--- src/rtl/core/mmda_pkg.sv ---
// package for the modular multiplier, double-and-add
// holds the default operand width, controller states and the command/status structs
// no dependencies
package mmda_pkg;

  localparam int OPERAND_WIDTH_DEF = 31;

  typedef enum logic [1:0] {
    ST_IDLE,
    ST_REDUCE,
    ST_MULT,
    ST_DONE
  } state_t;

  typedef struct packed {
    logic load;
    logic reduce_step;
    logic mult_step;
    logic emit;
  } cmd_t;

  typedef struct packed {
    logic count_last;
  } status_t;

endpackage

--- src/rtl/core/mmda_ctrl.sv ---
// controller state machine for the modular multiplier
// sequences load, reduction, double-and-add steps and result transfer
// depends on mmda_pkg
module mmda_ctrl (
  input  logic             clk,
  input  logic             rst,
  input  logic             in_valid,
  output logic             in_stall,
  output logic             out_valid,
  input  logic             out_stall,
  input  mmda_pkg::status_t status,
  output mmda_pkg::cmd_t   cmd
);
  import mmda_pkg::*;

  state_t state;
  state_t state_next;
  logic   out_free;

  assign out_free = !out_valid || !out_stall;

  always_comb begin
    state_next = state;
    unique case (state)
      ST_IDLE: begin
        if (in_valid) state_next = ST_REDUCE;
      end
      ST_REDUCE: begin
        if (status.count_last) state_next = ST_MULT;
      end
      ST_MULT: begin
        if (status.count_last) state_next = ST_DONE;
      end
      ST_DONE: begin
        if (out_free) state_next = ST_IDLE;
      end
      default: state_next = ST_IDLE;
    endcase
  end

  always_comb begin
    cmd = '0;
    in_stall = 1'b1;
    unique case (state)
      ST_IDLE: begin
        in_stall = 1'b0;
        cmd.load = in_valid;
      end
      ST_REDUCE: cmd.reduce_step = 1'b1;
      ST_MULT:   cmd.mult_step = 1'b1;
      ST_DONE:   cmd.emit = out_free;
      default:   cmd = '0;
    endcase
  end

  always_ff @(posedge clk) begin
    if (rst) begin
      state <= ST_IDLE;
      out_valid <= 1'b0;
    end else begin
      state <= state_next;
      if (cmd.emit) begin
        out_valid <= 1'b1;
      end else if (!out_stall) begin
        out_valid <= 1'b0;
      end
    end
  end

  // a new result never overwrites one that is still waiting
  assert property (@(posedge clk) disable iff (rst)
    cmd.emit |-> (!out_valid || !out_stall))
    else $error("result overwritten before transfer");

  assert property (@(posedge clk) disable iff (rst)
    $rose(out_valid) |-> $past(cmd.emit))
    else $error("out_valid rose without a result");

  assert property (@(posedge clk) disable iff (rst)
    (state == ST_REDUCE && status.count_last) |=> state == ST_MULT)
    else $error("reduction did not hand over to multiply");

endmodule

--- src/rtl/core/mmda_dp.sv ---
// datapath for the modular multiplier: operand registers, bit counter,
// restoring reduction step, double-and-add step and result register
// depends on mmda_pkg
module mmda_dp #(
  parameter int OPERAND_WIDTH = mmda_pkg::OPERAND_WIDTH_DEF
) (
  input  logic                     clk,
  input  logic                     rst,
  input  mmda_pkg::cmd_t           cmd,
  output mmda_pkg::status_t        status,
  input  logic [OPERAND_WIDTH-1:0] multiplicand,
  input  logic [OPERAND_WIDTH-1:0] multiplier,
  input  logic [OPERAND_WIDTH-1:0] modulus,
  output logic [OPERAND_WIDTH-1:0] product_mod
);
  import mmda_pkg::*;

  localparam int W  = OPERAND_WIDTH;
  localparam int CW = $clog2(W);
  localparam int XW = W + 2;
  localparam logic [CW-1:0] COUNT_TOP = CW'(W - 1);

  logic [W-1:0]  a;
  logic [W-1:0]  b;
  logic [W-1:0]  m;
  logic [W-1:0]  r;
  logic [W-1:0]  ar;
  logic          mod_zero;
  logic [CW-1:0] count;

  logic [W:0]    red_shift;
  logic [W-1:0]  red_next;
  logic [XW-1:0] m_x;
  logic [XW-1:0] m2_x;
  logic [XW-1:0] t;
  logic [XW-1:0] t_m1;
  logic [XW-1:0] t_m2;
  logic [W-1:0]  mult_next;

  assign status.count_last = (count == '0);

  // one restoring reduction step
  always_comb begin
    red_shift = {r, a[W-1]};
    if (red_shift >= {1'b0, m}) begin
      red_next = W'(red_shift - {1'b0, m});
    end else begin
      red_next = red_shift[W-1:0];
    end
  end

  // double, add when the multiplier bit is set, reduce; sum stays below 3m
  always_comb begin
    m_x  = XW'(m);
    m2_x = XW'({m, 1'b0});
    t    = XW'({r, 1'b0}) + (b[W-1] ? XW'(ar) : XW'(0));
    t_m1 = t - m_x;
    t_m2 = t - m2_x;
    if (t >= m2_x) begin
      mult_next = t_m2[W-1:0];
    end else if (t >= m_x) begin
      mult_next = t_m1[W-1:0];
    end else begin
      mult_next = t[W-1:0];
    end
  end

  always_ff @(posedge clk) begin
    if (rst) begin
      count <= COUNT_TOP;
    end else if (cmd.load) begin
      count <= COUNT_TOP;
    end else if (cmd.reduce_step || cmd.mult_step) begin
      count <= status.count_last ? COUNT_TOP : count - 1'b1;
    end
  end

  always_ff @(posedge clk) begin
    if (cmd.load) begin
      a <= multiplicand;
      b <= multiplier;
      m <= modulus;
      mod_zero <= (modulus == '0);
      r <= '0;
    end else if (cmd.reduce_step) begin
      a <= {a[W-2:0], 1'b0};
      if (status.count_last) begin
        ar <= red_next;
        r <= '0;
      end else begin
        r <= red_next;
      end
    end else if (cmd.mult_step) begin
      b <= {b[W-2:0], 1'b0};
      r <= mult_next;
    end
    if (cmd.emit) begin
      product_mod <= mod_zero ? '0 : r;
    end
  end

  // finished residue lies below the modulus
  assert property (@(posedge clk) disable iff (rst)
    (cmd.emit && !mod_zero) |-> (r < m))
    else $error("residue not below modulus");

  assert property (@(posedge clk) disable iff (rst)
    (cmd.reduce_step && status.count_last && !mod_zero) |=> (ar < m))
    else $error("reduced multiplicand not below modulus");

endmodule

--- src/rtl/core/modular_multiply_double_add.sv ---
// top level of the modular multiplier, double-and-add
// joins controller mmda_ctrl and datapath mmda_dp; depends on mmda_pkg
//
// channel  direction  handshake            payload
// in       input      in_valid / in_stall  multiplicand, multiplier, modulus
// out      output     out_valid / out_stall product_mod
//
// after transfer an item runs one reduction step and one double-and-add step per
// operand bit in the datapath, and then its result is registered
// a new item is taken only after the last one has moved into the result register
// the result register lets the next item start while a result waits on out
// reset clears the controller, the bit counter and out_valid; no other register is reset
module modular_multiply_double_add #(
  parameter int OPERAND_WIDTH = mmda_pkg::OPERAND_WIDTH_DEF
) (
  input  logic                     clk,
  input  logic                     rst,
  input  logic                     in_valid,
  output logic                     in_stall,
  input  logic [OPERAND_WIDTH-1:0] multiplicand,
  input  logic [OPERAND_WIDTH-1:0] multiplier,
  input  logic [OPERAND_WIDTH-1:0] modulus,
  output logic                     out_valid,
  input  logic                     out_stall,
  output logic [OPERAND_WIDTH-1:0] product_mod
);
  import mmda_pkg::*;

  cmd_t    cmd;
  status_t status;

  mmda_ctrl u_ctrl (
    .clk       (clk),
    .rst       (rst),
    .in_valid  (in_valid),
    .in_stall  (in_stall),
    .out_valid (out_valid),
    .out_stall (out_stall),
    .status    (status),
    .cmd       (cmd)
  );

  mmda_dp #(
    .OPERAND_WIDTH (OPERAND_WIDTH)
  ) u_dp (
    .clk          (clk),
    .rst          (rst),
    .cmd          (cmd),
    .status       (status),
    .multiplicand (multiplicand),
    .multiplier   (multiplier),
    .modulus      (modulus),
    .product_mod  (product_mod)
  );

endmodule
--- config.mk ---
export PLATFORM = sky130hd
export DESIGN_NAME = modular_multiply_double_add
export DESIGN_NICKNAME = d
export VERILOG_FILES = /design/src/rtl/core/mmda_pkg.sv /design/src/rtl/core/mmda_ctrl.sv /design/src/rtl/core/mmda_dp.sv /design/src/rtl/core/modular_multiply_double_add.sv
export SDC_FILE = /design/constraint.sdc
export NUM_CORES = 1
export LEC_CHECK = 0
export BUFFER_PORTS_ARGS = -buffer_cell sky130_fd_sc_hd__buf_2
export CAP_MARGIN = 15
export CORE_ASPECT_RATIO = 1.2
export CORE_MARGIN = 2
export CORE_UTILIZATION = 40
export DETAILED_ROUTE_END_ITERATION = 10
export PLACE_DENSITY_LB_ADDON = 0.12
export SYNTH_ARGS = -nofsm -noshare
export SYNTH_HDL_FRONTEND = slang
export SYNTH_SLANG_ARGS = --single-unit
--- constraint.sdc ---
create_clock -name clk -period 15.8 [get_ports clk]
set_input_delay 3.16 -clock clk [delete_from_list [all_inputs] [get_ports clk]]
set_output_delay 3.16 -clock clk [all_outputs]
set_load 0.02 [all_outputs]
=== Word level (Yosys, flattened, before mapping) ===
Index checks and enable logic that the tools add are counted.

* Reductions and logical operators: 14
* Mux-type cells: 25
* Bitwise logic cells: 1
* $lt $le $gt $ge: 3
* $add $sub $neg: 5
* Equal/unequal tests: 9

{| class="wikitable"
|+ Operators by type and width
! kind !! count
|-
| 31-bit 2-to-1 mux || 12
|-
| 31-bit subtractor || 3
|-
| 32-bit by 31-bit adder with 33-bit output || 1
|-
| 33-bit by 31-bit greater-or-equal comparator with 1-bit output || 1
|-
| 33-bit by 32-bit greater-or-equal comparator with 1-bit output || 1
|-
| 32-bit by 31-bit greater-or-equal comparator with 1-bit output || 1
|-
| 31-bit zero test || 1
|-
| 2-bit 2-to-1 mux || 4
|-
| 2-bit by 1-bit != test with 1-bit output (second input constant) || 4
|-
| 2-bit case mux with 4 select lines || 1
|-
| 1-bit 2-to-1 mux || 7
|-
| 2-bit nonzero test || 3
|-
| 5-bit zero test || 1
|-
| 5-bit 2-to-1 mux || 1
|-
| 5-bit by 1-bit subtractor with 5-bit output (second input constant) || 1
|-
| 2-bit == test (second input constant) || 2
|-
| 2-bit != test (second input constant) || 2
|-
| 4-bit AND reduction || 1
|-
| 3-bit AND reduction || 1
|-
| 2-bit by 1-bit == test with 1-bit output (second input constant) || 1
|-
| 1-bit zero test || 2
|-
| 2-bit zero test || 1
|-
| 1-bit logical OR || 2
|-
| 2-bit AND reduction || 1
|-
| 2 further kinds || 2
|}

* Output and inout bits: 33
* Input bits: 97
* Flip-flop bits (word level): 195
* Logic and storage cells: 67

=== Depth between registers and ports, before layout ===
Gate-level depths: netlist of the first run.

* Depth after elaboration: 7
* Mapped depth: 24
* Gate-level depth less buffers: 21

=== By module ===
Synthesis of the first run repeated with hierarchy kept, for this count alone.

* Cell total of the unflattened synthesis: 1540
* Area, all modules: 14950.6 sq um

{| class="wikitable"
|+ Modules (own cells, without submodules)
! module !! cells an instance !! seq. area each (sq um) !! instances !! area each (sq um)
|-
| mmda_dp || 1515 || 5405.2 || 1 || 14726.6
|-
| mmda_ctrl || 25 || 60.1 || 1 || 224.0
|}

=== Worst setup path after synthesis of the first run ===
OpenSTA, ideal clock, no wires.

* Path type: input to register
* From: in out_stall
* To: reg u_dp.product_mod[0], enable pin
* Setup slack: 9.868 ns
* Library setup time: 0.467 ns
* Arrival: 5.465 ns
* Required time: 15.333 ns
* Cell stages on the path: 1
* Cell sequence: a21boi_0

* Cells in the longest elaborated chain, start to end: 3

{| class="wikitable"
|+ Ends and longest elaborated chain
! what !! line !! text
|-
| from (decl) || modular_multiply_double_add.sv:24 || <nowiki>input logic out_stall,</nowiki>
|-
| 1-bit zero test || mmda_ctrl.sv:20 || <nowiki>assign out_free = !out_valid || !out_stall;</nowiki>
|-
| 1-bit logical OR || mmda_ctrl.sv:20 ||
|-
| 1-bit 2-to-1 mux || mmda_ctrl.sv:44 || <nowiki>unique case (state)</nowiki>
|-
| to (signal assigned) || mmda_dp.sv:98 || <nowiki>product_mod <= mod_zero ? '0 : r;</nowiki>
|-
| to (decl) || mmda_dp.sv:14 || <nowiki>output logic [OPERAND_WIDTH-1:0] product_mod</nowiki>
|}

No other way between the ends.
A chain may end at the register's enable or synchronous reset.

=== Final worst setup path of the first run ===
* From: reg u_dp.b[30]
* To: reg u_dp.r[5]

* Cells in the longest elaborated chain, start to end: 7
* Elaborated cells on any way between the ends: 10

{| class="wikitable"
|+ Ends and longest elaborated chain
! what !! line !! text
|-
| from (decl) || mmda_dp.sv:24 || <nowiki>logic [W-1:0] b;</nowiki>
|-
| from (signal assigned) || mmda_dp.sv:81 || <nowiki>b <= multiplier;</nowiki>
|-
| from (signal assigned) || mmda_dp.sv:94 || <nowiki>b <= {b[W-2:0], 1'b0};</nowiki>
|-
| 31-bit 2-to-1 mux (*) || mmda_dp.sv:56 || <nowiki>t = XW'({r, 1'b0}) + (b[W-1] ? XW'(ar) : XW'(0));</nowiki>
|-
| 32-bit by 31-bit adder with 33-bit output (*) || mmda_dp.sv:56 ||
|-
| 31-bit subtractor or 33-bit by 31-bit greater-or-equal comparator with 1-bit output (tied branches) || mmda_dp.sv:57, mmda_dp.sv:61 ||
|-
| 31-bit 2-to-1 mux || mmda_dp.sv:61 || <nowiki>end else if (t >= m_x) begin</nowiki>
|-
| 31-bit 2-to-1 mux (*) || mmda_dp.sv:59 || <nowiki>if (t >= m2_x) begin</nowiki>
|-
| 31-bit 2-to-1 mux (*) || mmda_dp.sv:93 || <nowiki>end else if (cmd.mult_step) begin</nowiki>
|-
| 31-bit 2-to-1 mux (*) || mmda_dp.sv:85 || <nowiki>end else if (cmd.reduce_step) begin</nowiki>
|-
| to (signal assigned) || mmda_dp.sv:91 || <nowiki>r <= red_next;</nowiki>
|-
| to (signal assigned) || mmda_dp.sv:95 || <nowiki>r <= mult_next;</nowiki>
|-
| to (decl) || mmda_dp.sv:26 || <nowiki>logic [W-1:0] r;</nowiki>
|}

Mark *: on every way between the ends. The rest lies on a longest branch, timed or not. The select of a mux whose other input is x is not followed.

==> results of run 1 <==
routing by layer:
metal	GRT usage, %	vias to the layer above	wire [um]
li1	-	6374	-
met1	31.18	6090	20510
met2	36.81	481	20220
met3	3.338	44	2782
met4	7.634	0	989
met5	0	-	0
per-stage QoR:
| step | hold WS (ns) | worst slack, ns | instances | utilization [%] | area (um2) |
|---|---|---|---|---|---|
| after global routing | 0.5303 | 8.335 | 2271 | 45.01 | 16570 |
| after global placement | 0.4757 | 9.056 | 2238 | 43.35 | 15960 |
| final | 0.4925 | 8.775 | 2271 | 45.01 | 16570 |
| after CTS | 0.4959 | 8.837 | 2270 | 44.99 | 16560 |
| after detailed placement | 0.4820 | 8.864 | 2238 | 43.35 | 15960 |
| after floorplan | 0.4568 | 9.868 | 1693 | - | 14870 |
cell usage in the layout, fill, tap and decap left out, types with 10 or more instances in the layout:
cell type and n:
mux2i_1 15, buf_2 129, nand3_1 41, a21oi_1 120, a21o_1 41, nor3_1 32, and2_1 39, a21boi_0 10
nand2_1 284, o21bai_1 13, nand2b_1 15, nand4_1 23, inv_1 79, nor4_1 16, o21ai_0 106, clkbuf_16 17
dfxtp_1 39, nor2_1 86, o211ai_1 20, mux2_2 17, nor2b_1 32, buf_4 14, and3_1 13, xnor2_1 65
o21a_1 20, ha_1 130, a221oi_1 11, a211oi_1 18, edfxtp_1 156, xor2_1 35, a31oi_1 31
cells in the mapped netlist (6+ instances only):
| master | count |
|---|---|
| nand2_1 | 285 |
| edfxtp_1 | 156 |
| ha_1 | 130 |
| a21oi_1 | 121 |
| o21ai_0 | 106 |
| nor2_1 | 87 |
| inv_1 | 80 |
| xnor2_1 | 65 |
| clkbuf_1 | 62 |
| a21o_1 | 41 |
| nand3_1 | 41 |
| and2_1 | 39 |
| dfxtp_1 | 39 |
| xor2_1 | 35 |
| nor2b_1 | 32 |
| nor3_1 | 32 |
| a31oi_1 | 31 |
| nand4_1 | 23 |
| o211ai_1 | 20 |
| o21a_1 | 20 |
| a211oi_1 | 18 |
| mux2_2 | 17 |
| nor4_1 | 16 |
| mux2i_1 | 15 |
| nand2b_1 | 15 |
| and3_1 | 13 |
| o21bai_1 | 13 |
| a21boi_0 | 11 |
| a221oi_1 | 11 |
| a211o_1 | 8 |
| o31ai_1 | 8 |
| or3_1 | 8 |
| o31a_1 | 7 |
| a22oi_1 | 6 |
state kept, by name, summed over array words and instances, names as in the netlist:
name,count
u_ctrl.out_valid,1
u_ctrl.state,2
u_dp.a,31
u_dp.ar,31
u_dp.b,31
u_dp.count,5
u_dp.m,31
u_dp.mod_zero,1
u_dp.product_mod,31
u_dp.r,31
tightest hold or removal path, delay by kind of cell, from the launching register on:
kind / cells / cell delay, ns
AND/OR/NAND/NOR: 1 / 0.07
AO/OA/AOI/OAI: 1 / 0.06
flip-flops: 1 / 0.31
cells by family (layout without fill, tap and decap cells):
| kind of cell | Yosys count | count (layout) | share of synthesized area (%) |
|---|---|---|---|
| adder cells (fa/ha/maj) | 134 | 134 | 11.47 |
| AO/OA/AOI/OAI | 475 | 475 | 20.80 |
| flip-flops | 195 | 195 | 36.74 |
| multiplexers | 33 | 33 | 2.397 |
| XOR/XNOR | 100 | 100 | 5.888 |
| AND/OR/NAND/NOR | 605 | 605 | 18.72 |
| buffers and inverters | 151 | 255 | 3.970 |
path summary, 6_finish.rpt:
check                                  start                          to  slack (ns)
setup / recovery        u_dp.b[30]$_DFFE_PP_      u_dp.r[5]$_SDFFE_PP0P_        8.78
hold / removal    u_dp.count[4]$_SDFFE_PP1P_  u_dp.count[4]$_SDFFE_PP1P_        0.49
setup reg to reg        u_dp.b[30]$_DFFE_PP_      u_dp.r[5]$_SDFFE_PP0P_        8.78
hold reg to reg   u_dp.count[4]$_SDFFE_PP1P_  u_dp.count[4]$_SDFFE_PP1P_        0.49
final cells by class:
cell class / count / area [um2]
Timing Repair Buffer: 143 / 750.7
Tap cell: 474 / 593.1
Sequential cell: 195 / 5465
Fill cell: 3725 / 20240
Inverter: 80 / 301.5
Multi-Input combinational cell: 1347 / 8852
Clock inverter: 14 / 173.9
Clock buffer: 18 / 429.2
==> results.ini, run 1 <==
[yosys]
syn-num-nets=1924
async_reset_ff_share_pct=0
syn_avg_cell_area_um2=8.786
synth.cell_area_um2=14870
ys_types=77
ys_seq_area_share_pct=36.74
yosysTopAreaCell=edfxtp_1
netlist_top_cells_area=edfxtp_1 31%, ha_1 11%, nand2_1 7.2%
synth_warnings=0
synth_cells=1693
synth_top_area_share_pct=31.49
yosys_register_bits=195
synth_top_flop_cell=edfxtp_1
synth_edf_count=156

[cells_and_area]
n_antenna_cell=0
drive_gt1_share_pct=12.08
fin_nets=2015
syn2layout_area_growth_pct=11.37

[sta]
fin_crit_sh_pct=44.46
final.min_clock_period_ns=7.025
setup_viol=0
rsz0062_at_grt=no
finalMaxSlewViolations=0
relSlewSlack_pct=16.34
max_freq_mhz=142.4
finalClockSkew_ns=0.01076
fin_tns_setup_ns=0
hold_viol=0
max_slew.worst_pin.slew_ns=1.245

[die]
start_util_pct=40.42
coreArea_um2=36800
dieWidth_um=180.0
rows=77
die_h_um=215.2
ios=130
die-area_um2=38750

[clock_network]
cts_tree=done
cts_resized=0
numClockSinks=195
h-tree-depth=4
cts_hold_buf=0
clk_pin_slew_ns=0.07
cts_buffers=17
cts_buffer_depth=2
root_buffer=clkbuf_16
clkLatencyLatePin_ns=0.46
cts_setup_buffers=0

[status]
status=complete, no violations

[critical_path]
path_buf_inv=1
cp_common_cell=a21oi_1
crit_type=register to register
critPathTopFamily=compound AO/OA/AOI/OAI gates
worstPathArrival_ns=7.36
crit_fanout=37
start_kind=register
max_stage_delay_ns=0.93
end_kind=register
crit_required_ns=16.14
crit_slowest_cell=edfxtp_1
r2r_cells=21
cp.depth=21
worstPathCellList=and2_1, ha_1, a21o_1, a221oi_2, a211oi_1, o2111ai_1, and2_1, or4b_2, o211ai_1, ha_1, a21o_1, a21oi_1, nor2_1, nor2_1, a21oi_1, a221oi_1, and4b_1, buf_4, mux2_2, a221oi_1, a21oi_1

[hold_path]
hold_path.class=register to register
hold_depth=2

[global_route]
grt_pass1_vias=12660
grt_usage_pct=22.74
grt_pass1_wl_um=69520
overflow=0
grt_start_max_net_pins=62
antenna_found_initial=0

[place]
gp_congestion=0.9311
hpwl_um=34660
port_buffers=129

[detailed_routing]
routed_via_density=5.720
ant_nets=0
drc=0
drt-wirelength-per-cell_um=19.60
drt-total-wl_um=44500
drt_iter0_drc=955
dr_total_vias=12990
first_pass_iters=5

[flow_run]
cap_violations=0

Power of run 1 is not shown: default switching activity piles up to over one toggle a cycle in this logic, so the estimate is an artifact.
==> inputs of run 2 (changes only) <==
==> constraint.sdc (replaced) <==
create_clock -name clk -period 7.2 [get_ports clk]
set_input_delay 1.44 -clock clk [delete_from_list [all_inputs] [get_ports clk]]
set_output_delay 1.44 -clock clk [all_outputs]
set_load 0.02 [all_outputs]
==> run 2 against run 1 <==
Worst setup slack worse by 8.2 ns. Critical endpoint unchanged. Via count fell by 1.8%. Clock skew about the same. Count of clock-buffer cells in the layout unchanged. Non-clock buffer count grew 6. Maximum frequency up 6.4%. Cell count up 0.26%. Cell area rose by 0.38%. Critical path depth shrank 1. Utilization is 0.17 points higher. Highest routed layer unchanged. Worst hold slack improved by 0.013 ns. Wire length decreased by 2.0%.
==> results.ini, run 2 (synthesis gave the netlist of run 1 again) <==
[clock_network]
h-tree-depth=4  ; unchanged
cts_resized=0  ; unchanged
cts_setup_buffers=0  ; unchanged
clkLatencyLatePin_ns=0.46  ; about the same
clk_pin_slew_ns=0.08  ; about the same
cts_hold_buf=0  ; unchanged
cts_tree=done
cts_buffers=17  ; unchanged
cts_buffer_depth=2  ; unchanged
root_buffer=clkbuf_16
numClockSinks=195  ; unchanged

[cells_and_area]
fin_nets=2021  ; +0.30%
final_cell_mix=284 x nand2_1, 156 x edfxtp_1, 130 x ha_1, 129 x buf_2, 120 x a21oi_1
syn2layout_area_growth_pct=11.79
mostFrequentLayoutCell=nand2_1
ff_latch_area_um2=5465  ; unchanged
n_antenna_cell=0  ; unchanged
drive_gt1_share_pct=12.48  ; +0.40 points
fill_cells=3707  ; -0.48%
multi_input_area_um2=8852  ; unchanged

[sta]
hold_viol=0  ; unchanged
finalClockSkew_ns=0.01097  ; +0.0002108 ns
rsz0062_at_grt=no
max_freq_mhz=151.4  ; +6.4%
relSlewSlack_pct=27.02  ; +11 points
fin_crit_sh_pct=91.73  ; +47 points
fin_tns_setup_ns=0  ; unchanged
setup_viol=0  ; unchanged
max_slew.worst_pin.slew_ns=1.092  ; -0.1530 ns
finalMaxSlewViolations=0  ; unchanged
final.min_clock_period_ns=6.605  ; -0.4200 ns

[detailed_routing]
drt_iter0_drc=981  ; +2.7%
ant_nets=0  ; unchanged
dr_total_vias=12750  ; -1.8%
drc=0  ; unchanged
first_pass_iters=5  ; unchanged
drt-wirelength-per-cell_um=19.16  ; -2.2%
routed_via_density=5.599  ; -2.1%
drt-total-wl_um=43630  ; -2.0%

[critical_path]
worstPathArrival_ns=6.95  ; -0.41 ns
crit_slowest_cell=edfxtp_1
crit_fanout=37  ; unchanged
crit_required_ns=7.54  ; -8.60 ns
worstPathCellList=and2_1, ha_1, a21o_1, a221oi_2, a211oi_1, o2111ai_1, and2_1, or4b_2, o211ai_1, ha_1, nand4_1, nor4_1, a31oi_1, nand2_1, a221oi_1, and4b_1, buf_12, mux2_2, a221oi_1, a21oi_1
ff2ff_setup_slack_ns=0.60  ; -8.18 ns
max_stage_delay_ns=0.81  ; -0.12 ns
start_kind=register
reg2reg_from=u_dp.b[30]$_DFFE_PP_
end_kind=register
crit_type=register to register
cp-startpoint=u_dp.b[30]$_DFFE_PP_

[global_route]
antenna_found_initial=0  ; unchanged
grt_start_max_net_pins=65  ; +4.8%
grt_pass1_vias=12490  ; -1.3%
overflow=0  ; unchanged
grt_usage_pct=22.45  ; -0.29 points
grt_pass1_wl_um=68490  ; -1.5%

[hold_path]
hold_path.class=register to register
min_from=u_dp.count[4]$_SDFFE_PP1P_

[die]
die-area_um2=38750  ; unchanged
dieWidth_um=180.0  ; unchanged
coreArea_um2=36800  ; unchanged
die_h_um=215.2  ; unchanged
ios=130  ; unchanged
start_util_pct=40.42  ; unchanged
rows=77  ; unchanged

[place]
hpwl_um=34540  ; -0.34%
gp_congestion=0.9117  ; -2.1%
port_buffers=129  ; unchanged

[status]
status=complete, no violations

[flow_run]
cap_violations=0  ; unchanged

run 2: cell count changes in the layout (fill, tap and decap cells not counted):
cell / change
buf_12: +1
clkinv_2: -2
buf_4: +5
clkinv_1: -1
inv_6: -3
clkbuf_8: +1
inv_8: +3
clkinvlp_4: +3
bufinv_16: -1
clkbuf_1: -1
clkinv_4: +1
run 2: through the flow:
stage               setup WS (ns)  instance area, um2  cells  hold slack [ns]  utilization (%)
floorplan                   1.697               14870   1693           0.4568                -
global placement           0.7343               16020   2245           0.4736            43.53
detailed placement         0.6729               16020   2245           0.4817            43.53
CTS                        0.6457               16630   2277           0.4976            45.18
global route               0.1312               16630   2277           0.5291            45.18
finish                     0.5952               16630   2277           0.5058            45.18
run 2: cell type report:
type | count | share of cell area (%)
clock buffers | 18 | 2.641
clock inverters | 14 | 1.016
inverters | 80 | 1.813
multi-input cells | 1347 | 53.24
flip-flops and latches | 195 | 32.87
well taps | 474 | 3.567
repair buffers | 149 | 4.861
run 2: metal layers:
layer	part of all wire (%)	vias to the layer above	track usage [%]
met5	0	-	0
met4	3.5	0	9.516
met3	5.5	63	3.254
met2	44	377	35.91
met1	47	5909	30.38
li1	-	6400	-
run 2: worst paths after layout:
check | endpoint | depth (start not counted)
worst max-delay path | u_dp.r[5]$_SDFFE_PP0P_ | 20
worst min-delay path | u_dp.count[4]$_SDFFE_PP1P_ | 2
worst max register to register | u_dp.r[5]$_SDFFE_PP0P_ | 20
worst min register to register | u_dp.count[4]$_SDFFE_PP1P_ | 2
run 2: worst max-delay path: cells and delay by family, from the launching register on:
kind,cells,cell delay [ns]
buf+inv,1,0.23
simple gates,7,1.84
mux,1,0.36
flops,1,0.81
fa+ha+maj,2,0.70
compound gates,9,2.48
Power of run 2 is left out for the same reason.
